<file path="src/sv/cqwi_fifo.sv">
module cqwi_fifo #(
    parameter int WIDTH = 8,
    parameter int DEPTH = 2,
    localparam int PTR_W = (DEPTH > 1) ? $clog2(DEPTH) : 1,
    localparam int CNT_W = $clog2(DEPTH + 1)
) (
    input  logic             i_clk,
    input  logic             i_rst_n,
    input  logic             i_push_valid,
    output logic             o_push_ready,
    input  logic [WIDTH-1:0] i_push_data,
    output logic             o_pop_valid,
    input  logic             i_pop_ready,
    output logic [WIDTH-1:0] o_pop_data
);

    logic [WIDTH-1:0] r_slot [DEPTH];
    logic [PTR_W-1:0] r_wr_ptr;
    logic [PTR_W-1:0] r_rd_ptr;
    logic [CNT_W-1:0] r_fill;
    logic             w_push;
    logic             w_pop;

    assign o_push_ready = (r_fill != CNT_W'(DEPTH));
    assign o_pop_valid  = (r_fill != '0);
    assign o_pop_data   = r_slot[r_rd_ptr];
    assign w_push       = i_push_valid && o_push_ready;
    assign w_pop        = o_pop_valid && i_pop_ready;

    always_ff @(posedge i_clk) begin
        if (!i_rst_n) begin
            r_wr_ptr <= '0;
            r_rd_ptr <= '0;
            r_fill   <= '0;
        end else begin
            if (w_push) begin
                r_wr_ptr <= (r_wr_ptr == PTR_W'(DEPTH - 1)) ? '0 : r_wr_ptr + 1'b1;
            end
            if (w_pop) begin
                r_rd_ptr <= (r_rd_ptr == PTR_W'(DEPTH - 1)) ? '0 : r_rd_ptr + 1'b1;
            end
            if (w_push && !w_pop) begin
                r_fill <= r_fill + 1'b1;
            end else if (w_pop && !w_push) begin
                r_fill <= r_fill - 1'b1;
            end
        end
    end

    always_ff @(posedge i_clk) begin
        if (w_push) begin
            r_slot[r_wr_ptr] <= i_push_data;
        end
    end

endmodule

</file>
<file path="config.mk">
export PLATFORM = sky130hd
export DESIGN_NAME = cqwi_fifo
export DESIGN_NICKNAME = d
export VERILOG_FILES = /design/src/sv/cqwi_fifo.sv
export SDC_FILE = /design/constraint.sdc
export NUM_CORES = 1
export LEC_CHECK = 0
export BUFFER_PORTS_ARGS = -buffer_cell sky130_fd_sc_hd__buf_2
export CORE_ASPECT_RATIO = 1.4
export CORE_MARGIN = 10
export CORE_UTILIZATION = 28
export CTS_CLUSTER_SIZE = 20
export DETAILED_ROUTE_END_ITERATION = 6
export PLACE_DENSITY = 0.58
export SLEW_MARGIN = 20
export SYNTH_ARGS = -nofsm -noshare
export SYNTH_HDL_FRONTEND = slang
export SYNTH_SLANG_ARGS = --single-unit
</file>
<file path="constraint.sdc">
create_clock -name i_clk -period 2.22 [get_ports i_clk]
set_clock_uncertainty 0.15 [all_clocks]
set_input_delay 0.222 -clock i_clk [delete_from_list [all_inputs] [get_ports i_clk]]
set_output_delay 0.222 -clock i_clk [all_outputs]
set_load 0.05 [all_outputs]
</file>
# == Word-level counts from Yosys, hierarchy flattened ==
# Memory sizes are Yosys's and may differ from the RTL's. A register that Yosys moved wholly into a read port is not among the register bits.
# Cells that the tools add are included.
# op_classes
n_addsub,4
eq_ne,1
n_mux,8
n_reduce_logical,8
# op_table
operator,n
$mux W1,6
$logic_and A1 B1 Y1,4
$mux W2,2
$reduce_bool A2 Y1,2
$add A1 B1 Y1 const B,2
$add A2 B1 Y2 const B,1
$logic_not A1 Y1,2
$ne A2 B2 Y1 const B,1
$sub A2 B1 Y2 const B,1
# word_totals
regBits,4
mem_bits_rw,16
in_bits,12
out_inout_bits,10
word_cells,25
n_memories,1
# memory_table
memory,depth,word_bits,read_ports,rd_clocked_by_memory_dff,wr,line_no,text
r_slot,2,8,1,1,1,17,logic [WIDTH-1:0] r_slot [DEPTH];

# == Depth between registers and ports, before layout ==
# Gate-level depths: netlist (run 1).
# depth
word_depth,6
mapped_depth,6
ltp_nobuf,6

# == Worst setup path before layout (run 1) ==
# No wires, ideal clock.
# synth_path
path_kind,reg2reg
startpoint,reg r_fill[0]
endpoint,reg r_fill[1]
setup_ns,0.070
arrival_time_ns,1.529
required_ns,2.000
setup_slack_ns,0.472
stages_incl_launch_ff,6
path_buffers,0
period_less_slack_ns,1.748
cell_sequence,dfxtp_1 nand2b_4 and2_1 ha_1 or3_1 a21oi_1
# synth_between
elab_chain_len,5
# synth_rtl
element,line_no,text
from (decl),20,logic [CNT_W-1:0] r_fill;
from (signal assigned),43,r_fill <= r_fill + 1'b1;
from (signal assigned),45,r_fill <= r_fill - 1'b1;
$ne A2 B2 Y1 (*),24,assign o_push_ready = (r_fill != CNT_W'(DEPTH));
net o_push_ready,10,"output logic o_push_ready,"
$logic_and A1 B1 Y1 (*),27,assign w_push = i_push_valid && o_push_ready;
$logic_not A1 Y1,44,end else if (w_pop && !w_push) begin
$logic_and A1 B1 Y1,44,
$reduce_bool A2 Y1 (no line),-,
# The timed path passes the listed nets; every way through them passes the cells marked *. The select of a mux whose other input is x is not followed.
# A chain may end at the register's enable or synchronous reset.

==> results.json, run 1 <==
{
  "outcome": "finished, final reports clean",
  "final.setup.worst_slack_ns": 0.4600,
  "antenna_found_initial": 0,
  "fin_area_mm2": 0.001021,
  "cp_slowest_cell": "dfxtp_1",
  "grt-ovfl-total": 0,
  "vias_per_cell": 4.230,
  "dp_slack_ns": 0.5050,
  "endpoint_kind": "primary output",
  "dr.pass1.iters": 5,
  "slew_violations": 0,
  "min_period_over_period_pct": 79.28,
  "worstPathArrival_ns": 1.39,
  "wire_per_inst_um": 12.94,
  "num_io_pins": 22,
  "cp-start-kind": "register",
  "grt_pass1_wl_mm": 2.504,
  "drive_above_1_share_pct": 46.05,
  "cts-buffers-inserted": 3,
  "setup-violations-final": 0,
  "tightest_slew_ns": 0.3986,
  "hpwl_mm": 1.142,
  "synth.avg_cell_area_um2": 16.19,
  "cts_tree": "built",
  "worstRegToRegCells": 5,
  "core_mm2": 0.002820,
  "grt_setup_unrepaired": "false",
  "route.detailed.drc": 0,
  "diodes": 0,
  "seq_area_frac_synth_pct": 71.72,
  "max_clock_freq_ghz": 0.5682,
  "cts_resized": 0,
  "min_period_ns": 1.760,
  "syn_inst": 50,
  "vdd_ir_drop_max_v": 0.0007316,
  "insertion_delay_ns": 0.25,
  "ys_seq_elements": 21,
  "synth.distinct_cells": 17,
  "grt_max_degree": 12,
  "post_dp_cell_area_um2": 955.9,
  "root_buffer": "clkbuf_8",
  "layout.cells.non_filler": 113,
  "nNetsFinal": 90,
  "portBuffers": 21,
  "drtIter0Drc": 11,
  "finalSetupTns_ns": 0,
  "h-tree-depth": 1,
  "rows": 23,
  "fill_cells": 302,
  "syn_area_um2": 809.5,
  "cp_cell_sequence": "mux2_2 -> buf_2",
  "num_vias": 478,
  "cp_max_fo": 8,
  "grt_usage_pct": 5.834,
  "antenna_left": 0,
  "chipWidth_um": 65.45,
  "cap_violations": 0,
  "hold_viol": 0,
  "die_h_um": 83.62,
  "yosysWarningCount": 0,
  "cts.sinks": 21,
  "min_delay_path_depth": 1,
  "clk_pin_slew_worst_paths_ns": 0.07,
  "grt_pass1_vias": 577,
  "p_per_area_mw_per_mm2": 1278,
  "syn2layout_area_growth_pct": 26.12,
  "post_cts.repair.setup_buffers": 0,
  "finalWirelength_mm": 1.462,
  "holdBufCountCts": 1,
  "cts.path.max_buffers": 2,
  "syn-num-nets": 63,
  "leakage_uw": 0.0004033,
  "max-slew-margin-rel_pct": 73.43,
  "critical_path.max_stage_delay_ns": 0.54,
  "die_area_mm2": 0.005473,
  "worstHoldStart": "i_push_data[6]",
  "initial_core_util_pct": 28.70,
  "placedCellCount": 107,
  "worstPathRequired_ns": 1.85,
  "holdCritPathClass": "in2reg",
  "crit_type": "reg2out",
  "timing.rr.start": "r_fill[0]",
  "gp_congestion": 0.6593
}
==> final cells by class <==
class	count	area [um2]	area share, %
well taps	37	46.29	4.534
multi-input cells	26	216.5	21.20
inverters	2	7.507	0.7353
flip-flops and latches	21	580.6	56.86
repair buffers	23	125.1	12.25
clock buffers	4	45.04	4.412
==> cell families after synthesis <==
kind of cell             synth area share (%)
AO/OA/AOI/OAI                           3.710
XOR/XNOR                                3.246
adder cells (fa/ha/maj)                 1.545
buffers and inverters                   1.545
flip-flops                              71.72
multiplexers                            11.13
AND/OR/NAND/NOR                         7.112
==> metal layers <==
metal,GRT usage (%),vias to the layer above,part of all wire (%)
met3,2.688,4,9.4
li1,-,232,-
met4,4.492,0,2.1
met2,8.727,20,45
met1,6.099,222,43
met5,0,-,0
==> worst paths after layout <==
check / endpoint / slack (ns)
hold / removal: r_slot[0][6] / 0.01
hold reg to reg: register / 0.36
setup reg to reg: r_fill[1] / 0.49
setup / recovery: o_pop_data[2] / 0.46
==> state kept, by name, indices dropped and copies added, names as in the netlist, named ones only <==
register	cells
r_rd_ptr	1
r_wr_ptr	1
r_fill	2
r_slot	16
==> worst max-delay path: cells and delay by family (launching register included) <==
family                 cells  cell delay, ns
flip-flops                 1            0.54
buffers and inverters      1            0.21
multiplexers               1            0.38
==> cell usage after synthesis <==
library cell / n / area share, %
a21bo_2: 1 / 1.2
a21oi_1: 2 / 1.2
and2_1: 1 / 0.77
and3_1: 1 / 0.77
buf_2: 1 / 0.62
dfxtp_1: 5 / 12
edfxtp_1: 16 / 59
ha_1: 1 / 1.5
inv_1: 2 / 0.93
mux2_2: 8 / 11
nand2b_4: 1 / 1.7
nand3b_1: 1 / 0.93
nor2_1: 3 / 1.4
o21ai_0: 2 / 1.2
or2_2: 1 / 0.77
or3_1: 1 / 0.77
xor2_1: 3 / 3.2
==> metrics by stage <==
stage / total power (uW) / hold slack, ns / util (%)
after floorplan: 971.5 / 0.1709 / -
after global routing: 1383 / 0.001204 / 36.20
after global placement: 1069 / 0.2609 / 33.90
after detailed placement: 1080 / 0.2667 / 33.90
after CTS: 1325 / 0.002279 / 35.85
final: 1305 / 0.01010 / 36.20
==> placed cells by master, fill, tap and decap left out <==
cell type,count
a21bo_2,1
a21oi_1,2
and2_1,1
and3_1,1
buf_2,21
clkbuf_1,1
clkbuf_8,3
dfxtp_1,5
dlygate4sd3_1,2
edfxtp_1,16
ha_1,1
inv_1,2
mux2_2,8
nand2b_4,1
nand3b_1,1
nor2_1,3
o21ai_0,2
or2_2,1
or3_1,1
xor2_1,3
==> power by group <==
group / internal, uW / switching (uW) / leakage, uW
sequential: 499 / 54.0 / 0.000191
combinational: 167 / 347 / 0.000190
clock: 127 / 111 / 0.0000228
total: 794 / 511 / 0.000403
Note: power is estimated with default switching activity, not from simulation.
==> run 2, diff against run 1 <==
- clock period: 2.22 -> 1.8 ns (I/O delays scaled with it)
==> results.json, run 2 (synthesis results as in run 1) <==
{
  "switching_share_pct": 39.09,
  "hpwl_mm": 1.142,
  "finalWirelength_mm": 1.510,
  "critPathTopFamily": "simple AND/OR/NAND/NOR gates",
  "die_h_um": 83.62,
  "cts-buffers-inserted": 3,
  "final_cell_mix": "buf_2, edfxtp_1, mux2_2, dlygate4sd3_1, dfxtp_1",
  "hold_viol": 0,
  "cts_tree": "built",
  "top_register": "r_slot",
  "clk_pin_slew_worst_paths_ns": 0.07,
  "dr.pass1.iters": 4,
  "route.detailed.drc": 0,
  "tightest_slew_ns": 0.3958,
  "vias_per_cell": 4.193,
  "dp_slack_ns": 0.08502,
  "cts.sinks": 21,
  "slew_violations": 0,
  "min_period_over_period_pct": 96.25,
  "grt_max_degree": 12,
  "grt_setup_unrepaired": "true",
  "post_cts.repair.setup_buffers": 0,
  "wire_per_inst_um": 12.69,
  "endpoint_kind": "register",
  "diodes": 0,
  "root_buffer": "clkbuf_8",
  "cp_cell_sequence": "nand2b_4 -> and2_1 -> ha_1 -> or3_1 -> a21oi_1",
  "grt_pass1_vias": 603,
  "h-tree-depth": 1,
  "outcome": "finished, final reports clean",
  "num_vias": 499,
  "max_clock_freq_ghz": 0.5772,
  "antenna_found_initial": 0,
  "switchingPower_uw": 635.5,
  "fin_total_pwr_uw": 1626,
  "chipWidth_um": 65.45,
  "nNetsFinal": 96,
  "final_common_cell": "buf_2",
  "placedCellCount": 107,
  "rows": 23,
  "fin_area_mm2": 0.001082,
  "r2r_setup_slack_ns": 0.07,
  "num_io_pins": 22,
  "largest_reg_flops": 16,
  "initial_core_util_pct": 28.70,
  "cp_max_fo": 5,
  "seqPwrFrac_pct": 42.1,
  "die_area_mm2": 0.005473,
  "cp_slowest_cell": "or3_1",
  "p_int_uw": 990.1,
  "layout.cells.non_filler": 119,
  "p_per_area_mw_per_mm2": 1502,
  "post_dp_cell_area_um2": 955.9,
  "clkPwrFrac_pct": 18.2,
  "path_buf_inv": 0,
  "critical_path.max_stage_delay_ns": 0.37,
  "leakage_uw": 0.0004287,
  "grt_usage_pct": 5.967,
  "cp-start-kind": "register",
  "drtIter0Drc": 10,
  "final.setup.worst_slack_ns": 0.06750,
  "antenna_left": 0,
  "cap_violations": 0,
  "grt-ovfl-total": 0,
  "grt_pass1_wl_mm": 2.608,
  "max-slew-margin-rel_pct": 73.61,
  "insertion_delay_ns": 0.25,
  "min_period_ns": 1.733,
  "cts.path.max_buffers": 2,
  "comb_power_share_pct": 39.7,
  "gp_congestion": 0.6592,
  "top_regs": "r_slot: 16 flops, r_fill: 2 flops",
  "portBuffers": 21,
  "crit_type": "reg2reg",
  "worstPathArrival_ns": 1.77,
  "syn2layout_area_growth_pct": 33.69,
  "drive_above_1_share_pct": 43.90,
  "finalSetupTns_ns": 0,
  "holdCritPathClass": "in2reg",
  "worstPathRequired_ns": 1.83,
  "core_mm2": 0.002820,
  "setup-violations-final": 0,
  "vdd_ir_drop_max_v": 0.0009107
}
run 2: tightest hold or removal path, cell delays in order:
cell    delay [ns]
buf_2         0.07
inv_1         0.07
nor2_1        0.10
run 2: layout make-up:
type | instances | area [um2]
Clock buffer | 4 | 45.04
Fill cell | 296 | 1738
Inverter | 2 | 7.507
Multi-Input combinational cell | 26 | 216.5
Sequential cell | 21 | 581.8
Tap cell | 37 | 46.29
Timing Repair Buffer | 29 | 185.2
run 2: final timing paths:
kind	startpoint	endpoint	depth (start not counted)
worst min-delay path	i_rst_n	r_rd_ptr	3
worst max-delay path	r_fill[0]	r_fill[1]	5
worst min register to register	r_rd_ptr	r_rd_ptr	2
worst max register to register	r_fill[0]	r_fill[1]	5
run 2: metal layers:
layer	vias up	share of wire [%]	wire [um]	track usage, %
li1	243	-	-	-
met1	230	45	679	6.177
met2	21	44	669	9.350
met3	5	7.9	120	2.285
met4	0	2.7	41	4.492
met5	-	0	0	0
run 2: metrics by stage:
stage | util [%] | hold slack [ns]
CTS | 38.33 | 0.05434
global route | 38.38 | 0.05519
detailed placement | 33.90 | 0.2247
floorplan | - | 0.1289
finish | 38.38 | 0.05368
global placement | 33.90 | 0.2189
run 2: power groups by stage:
stage	sequential, uW	combinational, uW	clock (uW)
detailed placement	696	636	0
global placement	688	630	0
global route	701	689	329
CTS	686	653	306
finish	685	645	296
floorplan	658	540	0
run 2: timing repair:
item                                    in CTS  in global routing
hold buffers                                 8                  0
hold endpoints to repair                    16                  0
resized for setup                            0                  2
endpoints found under the setup margin       0                  7
