File: src/sv/cqwi_pkg.sv
package cqwi_pkg;

    localparam int CAP_W   = 9;
    localparam int APB_W   = 32;
    localparam int PADDR_W = 2;
    localparam int CMD_W   = 32;

    localparam logic [CAP_W-1:0] CAP_RESET = 9'd256;

    localparam logic [2:0] KIND_ADD    = 3'd0;
    localparam logic [2:0] KIND_RUN    = 3'd1;
    localparam logic [2:0] KIND_STOP   = 3'd2;
    localparam logic [2:0] KIND_CLEAR  = 3'd3;
    localparam logic [2:0] KIND_EVENT  = 3'd4;
    localparam logic [2:0] KIND_STATUS = 3'd5;

    localparam logic [2:0] EVT_SKIP_A = 3'd1;
    localparam logic [2:0] EVT_SKIP_B = 3'd2;
    localparam logic [2:0] EVT_SKIP_C = 3'd3;

    typedef enum logic [1:0] {
        OUT_ISSUE    = 2'd0,
        OUT_FINISHED = 2'd1,
        OUT_ERROR    = 2'd2,
        OUT_STATUS   = 2'd3
    } t_out_kind;

    typedef enum logic [1:0] {
        ERR_NONE          = 2'd0,
        ERR_FULL          = 2'd1,
        ERR_CLEAR_RUNNING = 2'd2
    } t_err_code;

    typedef struct packed {
        logic      do_write;
        logic      has_single;
        t_out_kind kind;
        t_err_code err;
        logic      running;
        logic      active;
    } t_job_ctl;

    typedef enum logic [1:0] {
        BK_IDLE,
        BK_READ,
        BK_ISSUE,
        BK_SINGLE
    } t_back_state;

endpackage

File: src/sv/cqwi_if.sv
interface cqwi_cmd_if import cqwi_pkg::*; ();
    logic             valid;
    logic             ready;
    logic [2:0]       kind;
    logic [CMD_W-1:0] entry_word;
    logic [2:0]       event_code;

    modport source(output valid, kind, entry_word, event_code, input ready);
    modport sink(input valid, kind, entry_word, event_code, output ready);
endinterface


File: src/sv/cqwi_front.sv
module cqwi_front import cqwi_pkg::*; #(
    parameter int QUEUE_DEPTH   = 256,
    parameter int MAX_IN_FLIGHT = 3,
    parameter int ENTRY_BITS    = 32,
    localparam int IDX_W = $clog2(QUEUE_DEPTH),
    localparam int CNT_W = $clog2(QUEUE_DEPTH + 1),
    localparam int NUM_W = $clog2(MAX_IN_FLIGHT + 1)
) (
    input  logic                  i_clk,
    input  logic                  i_rst_n,
    cqwi_cmd_if.sink              i_cmd,
    input  logic                  psel,
    input  logic                  penable,
    input  logic                  pwrite,
    input  logic [PADDR_W-1:0]    paddr,
    input  logic [APB_W-1:0]      pwdata,
    output logic [APB_W-1:0]      prdata,
    output logic                  pready,
    output logic                  o_job_valid,
    input  logic                  i_job_ready,
    output t_job_ctl              o_job_ctl,
    output logic [IDX_W-1:0]      o_job_waddr,
    output logic [ENTRY_BITS-1:0] o_job_wdata,
    output logic [IDX_W-1:0]      o_job_start,
    output logic [NUM_W-1:0]      o_job_num
);

    logic [CNT_W-1:0] r_count, n_count;
    logic [CNT_W-1:0] r_issue, n_issue;
    logic [CNT_W-1:0] r_complete, n_complete;
    logic             r_active, n_active;
    logic             r_running, n_running;
    logic             r_stop, n_stop;
    logic [CAP_W-1:0] r_cap;

    logic             w_accept;
    logic             w_full;
    logic             w_skip_evt;
    logic             w_clear;
    logic             w_burst;
    logic             w_write;
    logic             w_single;
    t_out_kind        w_kind;
    t_err_code        w_err;
    logic [NUM_W-1:0] w_num;

    assign pready      = 1'b1;
    assign prdata      = APB_W'(r_cap);
    assign i_cmd.ready = i_job_ready;
    assign w_accept    = i_cmd.valid && i_cmd.ready;

    assign w_full = (32'(r_count) >= 32'(r_cap)) || (32'(r_count) >= 32'(QUEUE_DEPTH));
    assign w_skip_evt = (i_cmd.event_code == EVT_SKIP_A) || (i_cmd.event_code == EVT_SKIP_B)
                     || (i_cmd.event_code == EVT_SKIP_C);

    always_comb begin
        n_count    = r_count;
        n_complete = r_complete;
        n_active   = r_active;
        n_running  = r_running;
        n_stop     = r_stop;
        w_clear    = 1'b0;
        w_burst    = 1'b0;
        w_write    = 1'b0;
        w_single   = 1'b0;
        w_kind     = OUT_ISSUE;
        w_err      = ERR_NONE;
        unique case (i_cmd.kind)
            KIND_ADD: begin
                if (w_full) begin
                    w_single = 1'b1;
                    w_kind   = OUT_ERROR;
                    w_err    = ERR_FULL;
                end else begin
                    w_write = 1'b1;
                    n_count = r_count + 1'b1;
                    if (r_active && !r_running) begin
                        n_running = 1'b1;
                        w_burst   = 1'b1;
                    end
                end
            end
            KIND_RUN: begin
                if (!r_running) begin
                    n_active = 1'b1;
                    if (r_complete < r_count) begin
                        n_running = 1'b1;
                        w_burst   = 1'b1;
                    end
                end
            end
            KIND_STOP: begin
                if (r_active) begin
                    if (!r_running) begin
                        n_active = 1'b0;
                    end else begin
                        n_stop = 1'b1;
                    end
                end
            end
            KIND_CLEAR: begin
                if (r_active && r_running) begin
                    w_single = 1'b1;
                    w_kind   = OUT_ERROR;
                    w_err    = ERR_CLEAR_RUNNING;
                end else begin
                    w_clear    = 1'b1;
                    n_count    = '0;
                    n_complete = '0;
                end
            end
            KIND_EVENT: begin
                if (r_running && !w_skip_evt) begin
                    n_complete = r_complete + 1'b1;
                    if (r_stop) begin
                        n_active  = 1'b0;
                        n_running = 1'b0;
                        n_stop    = 1'b0;
                    end else if (n_complete < r_count) begin
                        w_burst = 1'b1;
                    end else begin
                        n_running = 1'b0;
                        w_single  = 1'b1;
                        w_kind    = OUT_FINISHED;
                    end
                end
            end
            KIND_STATUS: begin
                w_single = 1'b1;
                w_kind   = OUT_STATUS;
            end
            default: begin
            end
        endcase
    end

    always_comb begin
        w_num = '0;
        for (int k = 0; k < MAX_IN_FLIGHT; k++) begin
            if (w_burst && !n_stop
                && (32'(r_issue) + 32'(k) < 32'(n_count))
                && (32'(r_issue) + 32'(k) < 32'(n_complete) + 32'(MAX_IN_FLIGHT))) begin
                w_num = NUM_W'(k + 1);
            end
        end
        n_issue = w_clear ? '0 : r_issue + CNT_W'(w_num);
    end

    assign o_job_valid         = w_accept && (w_write || w_single || (w_num != '0));
    assign o_job_ctl.do_write   = w_write;
    assign o_job_ctl.has_single = w_single;
    assign o_job_ctl.kind       = w_kind;
    assign o_job_ctl.err        = w_err;
    assign o_job_ctl.running    = n_running;
    assign o_job_ctl.active     = n_active;
    assign o_job_waddr          = r_count[IDX_W-1:0];
    assign o_job_wdata          = ENTRY_BITS'(i_cmd.entry_word);
    assign o_job_start          = r_issue[IDX_W-1:0];
    assign o_job_num            = w_num;

    always_ff @(posedge i_clk) begin
        if (!i_rst_n) begin
            r_count    <= '0;
            r_issue    <= '0;
            r_complete <= '0;
            r_active   <= 1'b0;
            r_running  <= 1'b0;
            r_stop     <= 1'b0;
            r_cap      <= CAP_RESET;
        end else begin
            if (w_accept) begin
                r_count    <= n_count;
                r_issue    <= n_issue;
                r_complete <= n_complete;
                r_active   <= n_active;
                r_running  <= n_running;
                r_stop     <= n_stop;
            end
            if (psel && penable && pwrite && pready) begin
                r_cap <= pwdata[CAP_W-1:0];
            end
        end
    end

endmodule

File: src/flat_wrapper.sv
// flat-port wrapper written by rule: the top's interface ports become plain ports
module cqwi_front_flat import cqwi_pkg::*;
#(
    parameter int QUEUE_DEPTH   = 256,
    parameter int MAX_IN_FLIGHT = 3,
    parameter int ENTRY_BITS    = 32,
    localparam int IDX_W = $clog2(QUEUE_DEPTH),
    localparam int CNT_W = $clog2(QUEUE_DEPTH + 1),
    localparam int NUM_W = $clog2(MAX_IN_FLIGHT + 1)
)
  (i_clk, i_rst_n, psel, penable, pwrite, paddr, pwdata, prdata, pready, o_job_valid, i_job_ready, o_job_ctl, o_job_waddr, o_job_wdata, o_job_start, o_job_num, i_cmd_valid, i_cmd_kind, i_cmd_entry_word, i_cmd_event_code, i_cmd_ready);
  cqwi_cmd_if i_cmd_i ();
  input  logic i_clk;
  input  logic i_rst_n;
  input  logic psel;
  input  logic penable;
  input  logic pwrite;
  input  logic [PADDR_W-1:0] paddr;
  input  logic [APB_W-1:0] pwdata;
  output logic [APB_W-1:0] prdata;
  output logic pready;
  output logic o_job_valid;
  input  logic i_job_ready;
  output t_job_ctl o_job_ctl;
  output logic [IDX_W-1:0] o_job_waddr;
  output logic [ENTRY_BITS-1:0] o_job_wdata;
  output logic [IDX_W-1:0] o_job_start;
  output logic [NUM_W-1:0] o_job_num;
  input wire logic [$bits(i_cmd_i.valid)-1:0] i_cmd_valid;
  input wire logic [$bits(i_cmd_i.kind)-1:0] i_cmd_kind;
  input wire logic [$bits(i_cmd_i.entry_word)-1:0] i_cmd_entry_word;
  input wire logic [$bits(i_cmd_i.event_code)-1:0] i_cmd_event_code;
  output wire logic [$bits(i_cmd_i.ready)-1:0] i_cmd_ready;
  assign i_cmd_i.valid = i_cmd_valid;
  assign i_cmd_i.kind = i_cmd_kind;
  assign i_cmd_i.entry_word = i_cmd_entry_word;
  assign i_cmd_i.event_code = i_cmd_event_code;
  assign i_cmd_ready = i_cmd_i.ready;
  cqwi_front #(.QUEUE_DEPTH(QUEUE_DEPTH), .MAX_IN_FLIGHT(MAX_IN_FLIGHT), .ENTRY_BITS(ENTRY_BITS)) u_core (.i_clk(i_clk), .i_rst_n(i_rst_n), .i_cmd(i_cmd_i), .psel(psel), .penable(penable), .pwrite(pwrite), .paddr(paddr), .pwdata(pwdata), .prdata(prdata), .pready(pready), .o_job_valid(o_job_valid), .i_job_ready(i_job_ready), .o_job_ctl(o_job_ctl), .o_job_waddr(o_job_waddr), .o_job_wdata(o_job_wdata), .o_job_start(o_job_start), .o_job_num(o_job_num));
endmodule
File: config.mk
export PLATFORM = sky130hd
export DESIGN_NAME = cqwi_front_flat
export DESIGN_NICKNAME = d
export VERILOG_FILES = /design/src/sv/cqwi_pkg.sv /design/src/sv/cqwi_if.sv /design/src/sv/cqwi_front.sv /design/src/flat_wrapper.sv
export SDC_FILE = /design/constraint.sdc
export NUM_CORES = 1
export LEC_CHECK = 0
export BUFFER_PORTS_ARGS = -buffer_cell sky130_fd_sc_hd__buf_2
export CAP_MARGIN = 40
export CORE_MARGIN = 8
export CORE_UTILIZATION = 52
export CTS_BUF_LIST = sky130_fd_sc_hd__clkbuf_16
export CTS_CLUSTER_DIAMETER = 80
export DETAILED_ROUTE_END_ITERATION = 10
export PLACE_DENSITY = 0.79
export SLEW_MARGIN = 20
export SYNTH_ARGS = -nofsm -noshare
export SYNTH_HDL_FRONTEND = slang
export SYNTH_SLANG_ARGS = --single-unit
File: constraint.sdc
create_clock -name i_clk -period 10.1 [get_ports i_clk]
set_input_delay 3.03 -clock i_clk [delete_from_list [all_inputs] [get_ports i_clk]]
set_output_delay 3.03 -clock i_clk [all_outputs]
set_load 0.03 [all_outputs]
* Word level (Yosys, flattened, before mapping)
Index checks and enable logic that the tools add are counted.
** Word-level totals
- Output and inout port bits :: 93
- Memories kept :: 0
- Latch bits :: 0
- Memory bits (writable) :: 0
- Bits in read-only memories :: 0
- Flip-flop bits (word level) :: 39
- Input port bits :: 79
- Word-level logic and storage cells :: 108
** Cells by class
- Div/mod/pow operators :: 0
- Bitwise gates (word level) :: 0
- Add/subtract/negate cells :: 6
- Muxes and demuxes :: 53
- Eq/ne operators :: 8
- Multiply operators :: 0
- Reductions and logical operators :: 24
- Shifts and indexed selects :: 0
- Order comparisons :: 10
** Operators by type and width (count)
- $lt 32x32->1 :: 2
- $lt 32x9->1 :: 2
- $mux 9 :: 5
- $pmux 9 s2 :: 2
- $mux 1 :: 33
- $lt 9x32->1 :: 1
- $lt 9x9->1 :: 3
- $add 9x2->10 const B :: 2
- $add 9x1->9 const B :: 2
- $logic_and 1x1->1 :: 14
- $eq 3x2->1 const B :: 4
- $mux 2 :: 6
- $add 9x1->10 const B :: 1
- $add 9x2->9 :: 1
- $ge 9x9->1 :: 1
- $ge 9x9->1 const B :: 1
- $pmux 1 s3 :: 3
- $pmux 2 s4 :: 1
- $eq 3x1->1 const B :: 2
- $eq 3x3->1 const B :: 2
- $logic_or 1x1->1 :: 5
- $pmux 1 s4 :: 1
- $pmux 2 s2 :: 1
- $logic_not 1->1 :: 3
- 3 further kinds :: 3

* Depth between registers and ports, before layout
Gate-level depths: netlist of run 1.
- Word-level depth :: 17
- Mapped depth :: 26
- Mapped depth without buffers :: 24

* Least setup slack after synthesis of run 1
OpenSTA, ideal clock, no wires.
- Kind :: input-to-output
- Start :: in i_cmd_event_code[2]
- End :: out o_job_valid
- Path slack :: 482 ps
- Path buffers :: 1
- Data arrival time :: 6588 ps
- Required time :: 7070 ps
- Stages on the path :: 17
- Path through :: o21bai_1 -> and4_1 -> clkbuf_1 -> nor3_1 -> nor2_1 -> ha_1 -> nand2b_1 -> nor2_1 -> xnor2_1 -> ha_1 -> and3_1 -> a221oi_1 -> a21boi_0 -> o211ai_1 -> nand4_1 -> a2111o_1 -> a31oi_1
** On the way
- Word-level cells in the longest chain between the ends :: 17
- Elaborated cells between the ends (all ways) :: 34
- Those cells by class :: add/sub (1); order compare (3); eq/ne (3); mux (11); reduce/logical (16)
** Ends and longest elaborated chain
- start: declaration :: RTL line flat_wrapper.sv:32 : input wire logic [$bits(i_cmd_i.event_code)-1:0] i_cmd_event_code;
- $eq 3x1->1 / $eq 3x2->1 (equally long branches) :: RTL line cqwi_front.sv:53 : assign w_skip_evt = (i_cmd.event_code == EVT_SKIP_A) || (i_cmd.event_code == EVT_SKIP_B)
- $logic_or 1x1->1 :: RTL line cqwi_front.sv:53
- $logic_or 1x1->1 * :: RTL line cqwi_front.sv:54 : || (i_cmd.event_code == EVT_SKIP_C);
- $logic_not 1->1 * :: RTL line cqwi_front.sv:113 : if (r_running && !w_skip_evt) begin
- $logic_and 1x1->1 * :: RTL line cqwi_front.sv:113
- parallel branches: the longest is 10 deep, another holds $lt 9x32->1
- $logic_or 1x1->1 * :: RTL line cqwi_front.sv:149 : assign o_job_valid = w_accept && (w_write || w_single || (w_num != '0));
- $logic_and 1x1->1 * :: RTL line cqwi_front.sv:149
- end: declaration :: RTL line flat_wrapper.sv:22 : output logic o_job_valid;
Every way passes the cells marked *.

* Final worst setup path of run 1
- Start :: in i_cmd_event_code[1]
- End :: out o_job_num[0]
** On the way
- Word-level cells in the longest chain between the ends :: 14
- Elaborated cells between the ends (all ways) :: 28
- Those cells by class :: add/sub (1); order compare (3); eq/ne (3); mux (9); reduce/logical (12)
** Ends and longest elaborated chain
- $eq 3x1->1 / $eq 3x2->1 (equally long branches) :: RTL line cqwi_front.sv:53
- $logic_or 1x1->1 :: RTL line cqwi_front.sv:53
- $logic_or 1x1->1 * :: RTL line cqwi_front.sv:54
- $logic_not 1->1 * :: RTL line cqwi_front.sv:113
- $logic_and 1x1->1 * :: RTL line cqwi_front.sv:113
- parallel branches: the longest is 8 deep, another holds $lt 9x32->1
- $mux 2 * :: RTL line cqwi_front.sv:140 : if (w_burst && !n_stop
- end: declaration :: RTL line flat_wrapper.sv:28 : output logic [NUM_W-1:0] o_job_num;
Marks and branches as above.

==> results of run 1 <==
logic make-up after synthesis:
group | Yosys count | share of synthesized area, %
DFF | 39 | 15.5
buffers and inverters | 129 | 15.5
muxes | 5 | 1.02
and+or+nand+nor | 216 | 20.6
other | 2 | 0.149
xor gates and xnor gates | 29 | 5.03
AOI/OAI and AO/OA | 165 | 21.8
adders and majority gates | 82 | 20.5
worst paths after layout:
kind	startpoint	endpoint	slack [ps]	depth (start not counted)
hold reg to reg	u_core.r_cap[7]$_SDFFE_PN0P_	u_core.r_cap[7]$_SDFFE_PN0P_	470	2
hold / removal	u_core.r_cap[7]$_SDFFE_PN0P_	u_core.r_cap[7]$_SDFFE_PN0P_	470	2
setup / recovery	i_cmd_event_code[1]	o_job_num[0]	230	15
setup reg to reg	u_core.r_count[0]$_SDFFE_PN0P_	u_core.r_issue[8]$_SDFFE_PN0P_	3870	24
stage by stage:
step / instance area (um2) / setup WS (ps) / util (%) / hold WS (ps)
after CTS: 5330 / 180 / 55.6 / 471
final: 5370 / 235 / 56.0 / 471
after global routing: 5370 / 17.4 / 56.0 / 496
after detailed placement: 5170 / 210 / 53.9 / 463
after floorplan: 5130 / 482 / - / 513
after global placement: 5150 / 198 / 53.7 / 458
where the power goes:
group          leakage, uW  total (uW)  internal [uW]  switching, uW
logic              0.00215         146           54.3           92.2
clock network    0.0000759         182            115           67.1
registers         0.000317         169            159           9.65
total              0.00254         498            329            169
routing by layer:
layer / vias up / global-route usage, % / part of all wire [%]
met5: - / 0 / 0
met4: 0 / 10.1 / 3.2
met3: 41 / 3.80 / 9.3
met2: 234 / 36.2 / 47
met1: 2268 / 26.4 / 40
li1: 2352 / - / -
synth_stat cells, types with 6 or more instances:
| cell | n | area share, % |
|---|---|---|
| ha_1 | 81 | 20 |
| buf_4 | 77 | 11 |
| nand2_1 | 55 | 4.1 |
| nor2_1 | 53 | 3.9 |
| a21oi_1 | 46 | 4.6 |
| dfxtp_1 | 39 | 15 |
| nand3_1 | 32 | 3.2 |
| o21ai_0 | 28 | 2.8 |
| inv_1 | 27 | 2.0 |
| clkbuf_1 | 20 | 1.5 |
| a21o_1 | 19 | 2.8 |
| a211oi_1 | 16 | 2.4 |
| nor3_1 | 15 | 1.5 |
| xor2_1 | 15 | 2.6 |
| xnor2_1 | 14 | 2.4 |
| nand4_1 | 11 | 1.4 |
| or3_1 | 10 | 1.2 |
| and3_1 | 8 | 0.99 |
| o211ai_1 | 7 | 1.0 |
| nor4_1 | 6 | 0.74 |
worst max-delay path, cell delays in order:
cell       delay (ps)
buf_2             100
o21bai_1          210
nand4_1           270
buf_4             250
or3_1             300
o21ai_0           100
buf_4             170
nand4_1           170
or2_2             380
ha_1              320
a2111oi_0         400
nand4_1           210
a2111o_1          450
o21ai_1           210
buf_2             260
layout make-up:
type	instances	area, um2	share of cell area (%)
repair buffers	91	552	10.3
clock buffers	5	125	2.33
inverters	28	105	1.96
clock inverters	2	37.5	0.699
well taps	133	166	3.10
flip-flops and latches	39	781	14.5
multi-input cells	521	3600	67.1
repair_timing:
item	in CTS	in global routing
resized for setup	0	10
endpoints found under the setup margin	0	3
hold buffers	0	0
flip-flops by register name, indices dropped and copies added (netlist names):
name and count:
u_core.r_active 1, u_core.r_cap 9, u_core.r_complete 9, u_core.r_count 9, u_core.r_issue 9, u_core.r_running 1
u_core.r_stop 1
==> results.py, run 1 <==
metrics = {
    "timing": {
        "worstMarginPinSlew_ps": 899,
        "finalCritPeriodShare_pct": 97.7,
        "setup_viol": 0,
        "fmax_mhz": 101,
        "finalSetupTns_ps": 0,
        "hold_violations": 0,
        "maxSlewViolCount": 0,
        "skew_ps": 4.20,
        "rsz0062_at_grt": "no",
        "period_minus_slack_ps": 9870,
        "maxSlewHeadroom_pct": 39.4,
    },
    "power_and_ir_drop": {
        "p_leak_uw": 0.00254,
        "p_per_area_mw_per_mm2": 92.6,
        "peakVddDrop_mv": 0.0727,
        "power_uw": 498,
    },
    "cells_and_area": {
        "drive_above_1_share_pct": 16.5,
        "diodes": 0,
        "synthToLayoutAreaGrowth_pct": 6.31,
        "final_common_cell": "ha_1",
        "layout_common_cells": "ha_1, buf_2, nand2_1",
        "fin_nets": 847,
        "fill_cells": 908,
        "stdcell_count": 819,
    },
    "die": {
        "start_util_pct": 52.7,
        "num_rows": 36,
        "die_w_um": 115,
        "die_y_um": 115,
        "die_area_mm2": 0.0131,
        "ios": 172,
        "design.core.area_mm2": 0.00959,
    },
    "job": {
        "max_cap_violations": 0,
    },
    "synth": {
        "yosys_warnings": 0,
        "dominantRegCellSynth": "dfxtp_1",
        "netlist_area_mm2": 0.00505,
        "synth_seq_cells": 39,
        "synth_edf_count": 0,
        "syn_inst": 667,
        "postSynth.asyncResetShare_pct": 0,
        "synth_seq_area_share_pct": 15.5,
        "syn-mean-instance-area_um2": 7.57,
        "yosysUniqueCellTypes": 66,
    },
    "status": {
        "outcome": "finished clean",
    },
    "clock_network": {
        "postCtsSetupBuffers": 0,
        "cts.sinks": 39,
        "clock_latency_ps": 290,
        "cts_root_buffer": "clkbuf_16",
        "path_clk_slew_ps": 60,
        "cts_buffers": 5,
        "htree_levels": 2,
        "cts_tree": "yes",
        "cts_buffer_depth": 2,
    },
    "placed_design": {
        "placedCellCount": 812,
        "hpwl_um": 11600,
        "routabilityCongestion": 0.923,
        "port_buffers": 58,
    },
    "drt": {
        "wl_per_cell_um": 17.6,
        "drt-initial-drc-count": 432,
        "antenna_left": 0,
        "drc": 0,
        "dr.pass1.iters": 5,
        "vias": 4895,
        "vias_per_cell": 5.98,
        "drt_wl_total_um": 14400,
    },
    "worst_setup_path": {
        "critPathCaptureType": "output pin",
        "crit_path_start_kind": "input port",
        "worstPathArrival_ps": 6840,
        "crit_required_ps": 7070,
        "worstSetupPathType": "in -> out",
        "worstPathMaxFanout": 4,
    },
    "min_path": {
        "holdCritPathClass": "reg -> reg",
    },
    "grt": {
        "grt_usage_pct": 21.7,
        "grt_max_degree": 32,
        "grt_pass1_wl_um": 23000,
        "grt_pass1_vias": 4636,
        "grt.overflow.total": 0,
        "grt_antenna_before_repair": 0,
    },
}
Power figures use the tool's default switching activity.
==> run 2: changes to the inputs <==
--- a/config.mk
+++ b/config.mk
@@ -8,11 +8,11 @@
 export BUFFER_PORTS_ARGS = -buffer_cell sky130_fd_sc_hd__buf_2
 export CAP_MARGIN = 40
 export CORE_MARGIN = 8
-export CORE_UTILIZATION = 52
+export CORE_UTILIZATION = 56
 export CTS_BUF_LIST = sky130_fd_sc_hd__clkbuf_16
 export CTS_CLUSTER_DIAMETER = 80
 export DETAILED_ROUTE_END_ITERATION = 10
-export PLACE_DENSITY = 0.79
+export PLACE_DENSITY = 0.85
 export SLEW_MARGIN = 20
 export SYNTH_ARGS = -nofsm -noshare
 export SYNTH_HDL_FRONTEND = slang
==> constraint.sdc (replaced) <==
create_clock -name i_clk -period 11.4 [get_ports i_clk]
set_input_delay 3.42 -clock i_clk [delete_from_list [all_inputs] [get_ports i_clk]]
set_output_delay 3.42 -clock i_clk [all_outputs]
set_load 0.03 [all_outputs]
==> run 2 against run 1 <==
  * Power shrank 13%
  * Sequential power shrank 12%
  * Flip-flop and latch count is the same
  * Via count shrank 2.8%
  * Non-clock buffer count shrank 24
==> results.py, run 2 (synthesis results as in run 1) <==
metrics = {
    "worst_setup_path": {
        "critical_path.cell_chain": "buf_2, o21bai_1, nand4_1, buf_4, nor4_1, a21oi_1, xnor2_1, ha_1, a21o_1, a221oi_1, a21boi_0, o211ai_1, nand4_1, a2111o_1, a31oi_1, buf_2",
        "crit_required_ps": 7980,
        "r2r_start": "u_core.r_count[0]$_SDFFE_PN0P_",
        "worstSetupPathType": "in -> out",
        "critical_path_buf_inv_count": 3,
        "rr_worst_depth": 22,
        "critPathCaptureType": "output pin",
        "cp_slowest_cell": "xnor2_1",
        "critPathTopFamily": "compound AO/OA/AOI/OAI gates",
        "max_stage_delay_ps": 500,
        "r2r-end": "u_core.r_issue[8]$_SDFFE_PN0P_",
        "crit_path_start_kind": "input port",
        "reg2reg_slack_ps": 5450,
        "worstPathMaxFanout": 9,
        "worstPathArrival_ps": 7710,
    },
    "min_path": {
        "min_delay_path_depth": 2,
        "whs_endpoint": "u_core.r_cap[3]$_SDFFE_PN0P_",
        "holdCritStartpoint": "u_core.r_cap[3]$_SDFFE_PN0P_",
        "holdCritPathClass": "reg -> reg",
    },
    "timing": {
        "setup_ws_ps": 270,
        "finalSetupTns_ps": 0,
        "maxSlewViolCount": 0,
        "worstMarginPinSlew_ps": 828,
        "rsz0062_at_grt": "no",
        "period_minus_slack_ps": 11130,
        "fmax_mhz": 89.8,
        "skew_ps": 8.20,
        "finalCritPeriodShare_pct": 97.6,
        "setup_viol": 0,
        "maxSlewHeadroom_pct": 44.2,
        "hold_violations": 0,
    },
    "die": {
        "die_y_um": 111,
        "start_util_pct": 57.9,
        "ios": 172,
        "die_w_um": 111,
        "die_area_mm2": 0.0123,
        "num_rows": 34,
        "design.core.area_mm2": 0.00872,
    },
    "power_and_ir_drop": {
        "peakVddDrop_mv": 0.0635,
        "p_per_area_mw_per_mm2": 84.9,
        "p_leak_uw": 0.00242,
    },
    "clock_network": {
        "cts_root_buffer": "clkbuf_16",
        "htree_levels": 2,
        "cts.sinks": 39,
        "ctsResizeCount": 0,
        "cts_tree": "yes",
        "clock_latency_ps": 290,
        "cts_buffers": 5,
        "hold_buffers": 0,
        "postCtsSetupBuffers": 0,
        "cts_buffer_depth": 2,
        "path_clk_slew_ps": 60,
    },
    "cells_and_area": {
        "fin_nets": 823,
        "layout_common_cells": "ha_1, buf_2, nand2_1",
        "final_common_cell": "ha_1",
        "fill_cells": 817,
        "drive_above_1_share_pct": 12.5,
        "diodes": 0,
        "design_area_mm2": 0.00512,
        "utilization_pct": 58.7,
        "synthToLayoutAreaGrowth_pct": 1.36,
    },
    "status": {
        "outcome": "finished clean",
    },
    "drt": {
        "antenna_left": 0,
        "vias_per_cell": 6.18,
        "drt_wl_total_um": 13900,
        "dr.pass1.iters": 5,
        "vias": 4758,
        "drc": 0,
        "drt-initial-drc-count": 370,
        "wl_per_cell_um": 18.1,
    },
    "placed_design": {
        "port_buffers": 58,
        "hpwl_um": 11000,
        "pre_cts_ws_ps": 389,
        "routabilityCongestion": 0.939,
        "dpl_cell_area_mm2": 0.00494,
    },
    "grt": {
        "grt.overflow.total": 0,
        "grt_pass1_wl_um": 23000,
        "grt_usage_pct": 22.0,
        "grt_pass1_vias": 4630,
        "grt_antenna_before_repair": 0,
        "grt_max_degree": 32,
    },
    "job": {
        "max_cap_violations": 0,
    },
}
-- run 2: tightest hold or removal path: stages, from the launching register on --
cell	delay, ps
dfxtp_1	320
nand2_1	50
a21oi_1	50
-- run 2: metrics by stage --
step                hold WS [ps]  cells  power, uW
CTS                          471    769        431
detailed placement           463    762        273
global route                 501    770        454
floorplan                    513    689        271
finish                       469    770        435
global placement             458    762        268
-- run 2: layout make-up --
class | instances | area [um2] | area share, %
clock buffer | 5 | 125 | 2.44
clock inverter | 2 | 37.5 | 0.733
inverter | 28 | 105 | 2.05
multi-input combinational | 521 | 3570 | 69.8
sequential | 39 | 781 | 15.2
tap | 108 | 135 | 2.64
timing repair buffer | 67 | 365 | 7.13
-- run 2: routing by layer --
layer  global-route usage (%)  wire (um)
met1                     26.9       5730
met2                     36.4       6490
met3                     4.87       1240
met4                     8.92        458
met5                        0          0
-- run 2: power by group --
group / total, uW / switching (uW) / internal (uW)
logic: 124 / 80.2 / 43.8
clock network: 162 / 59.7 / 102
registers: 149 / 8.17 / 141
-- run 2: worst max path at each step --
stage	start	endpoint	slack (ps)	cells past startpoint
6_report	i_cmd_event_code[1]	o_job_valid	270	16
5_1_grt	i_cmd_event_code[1]	o_job_valid	6	19
4_1_cts	i_cmd_event_code[1]	o_job_valid	320	16
3_5_place_dp	i_cmd_kind[1]	o_job_valid	390	19
3_3_place_gp	i_cmd_event_code[1]	o_job_valid	410	16
2_1_floorplan	i_cmd_event_code[2]	o_job_valid	1000	17
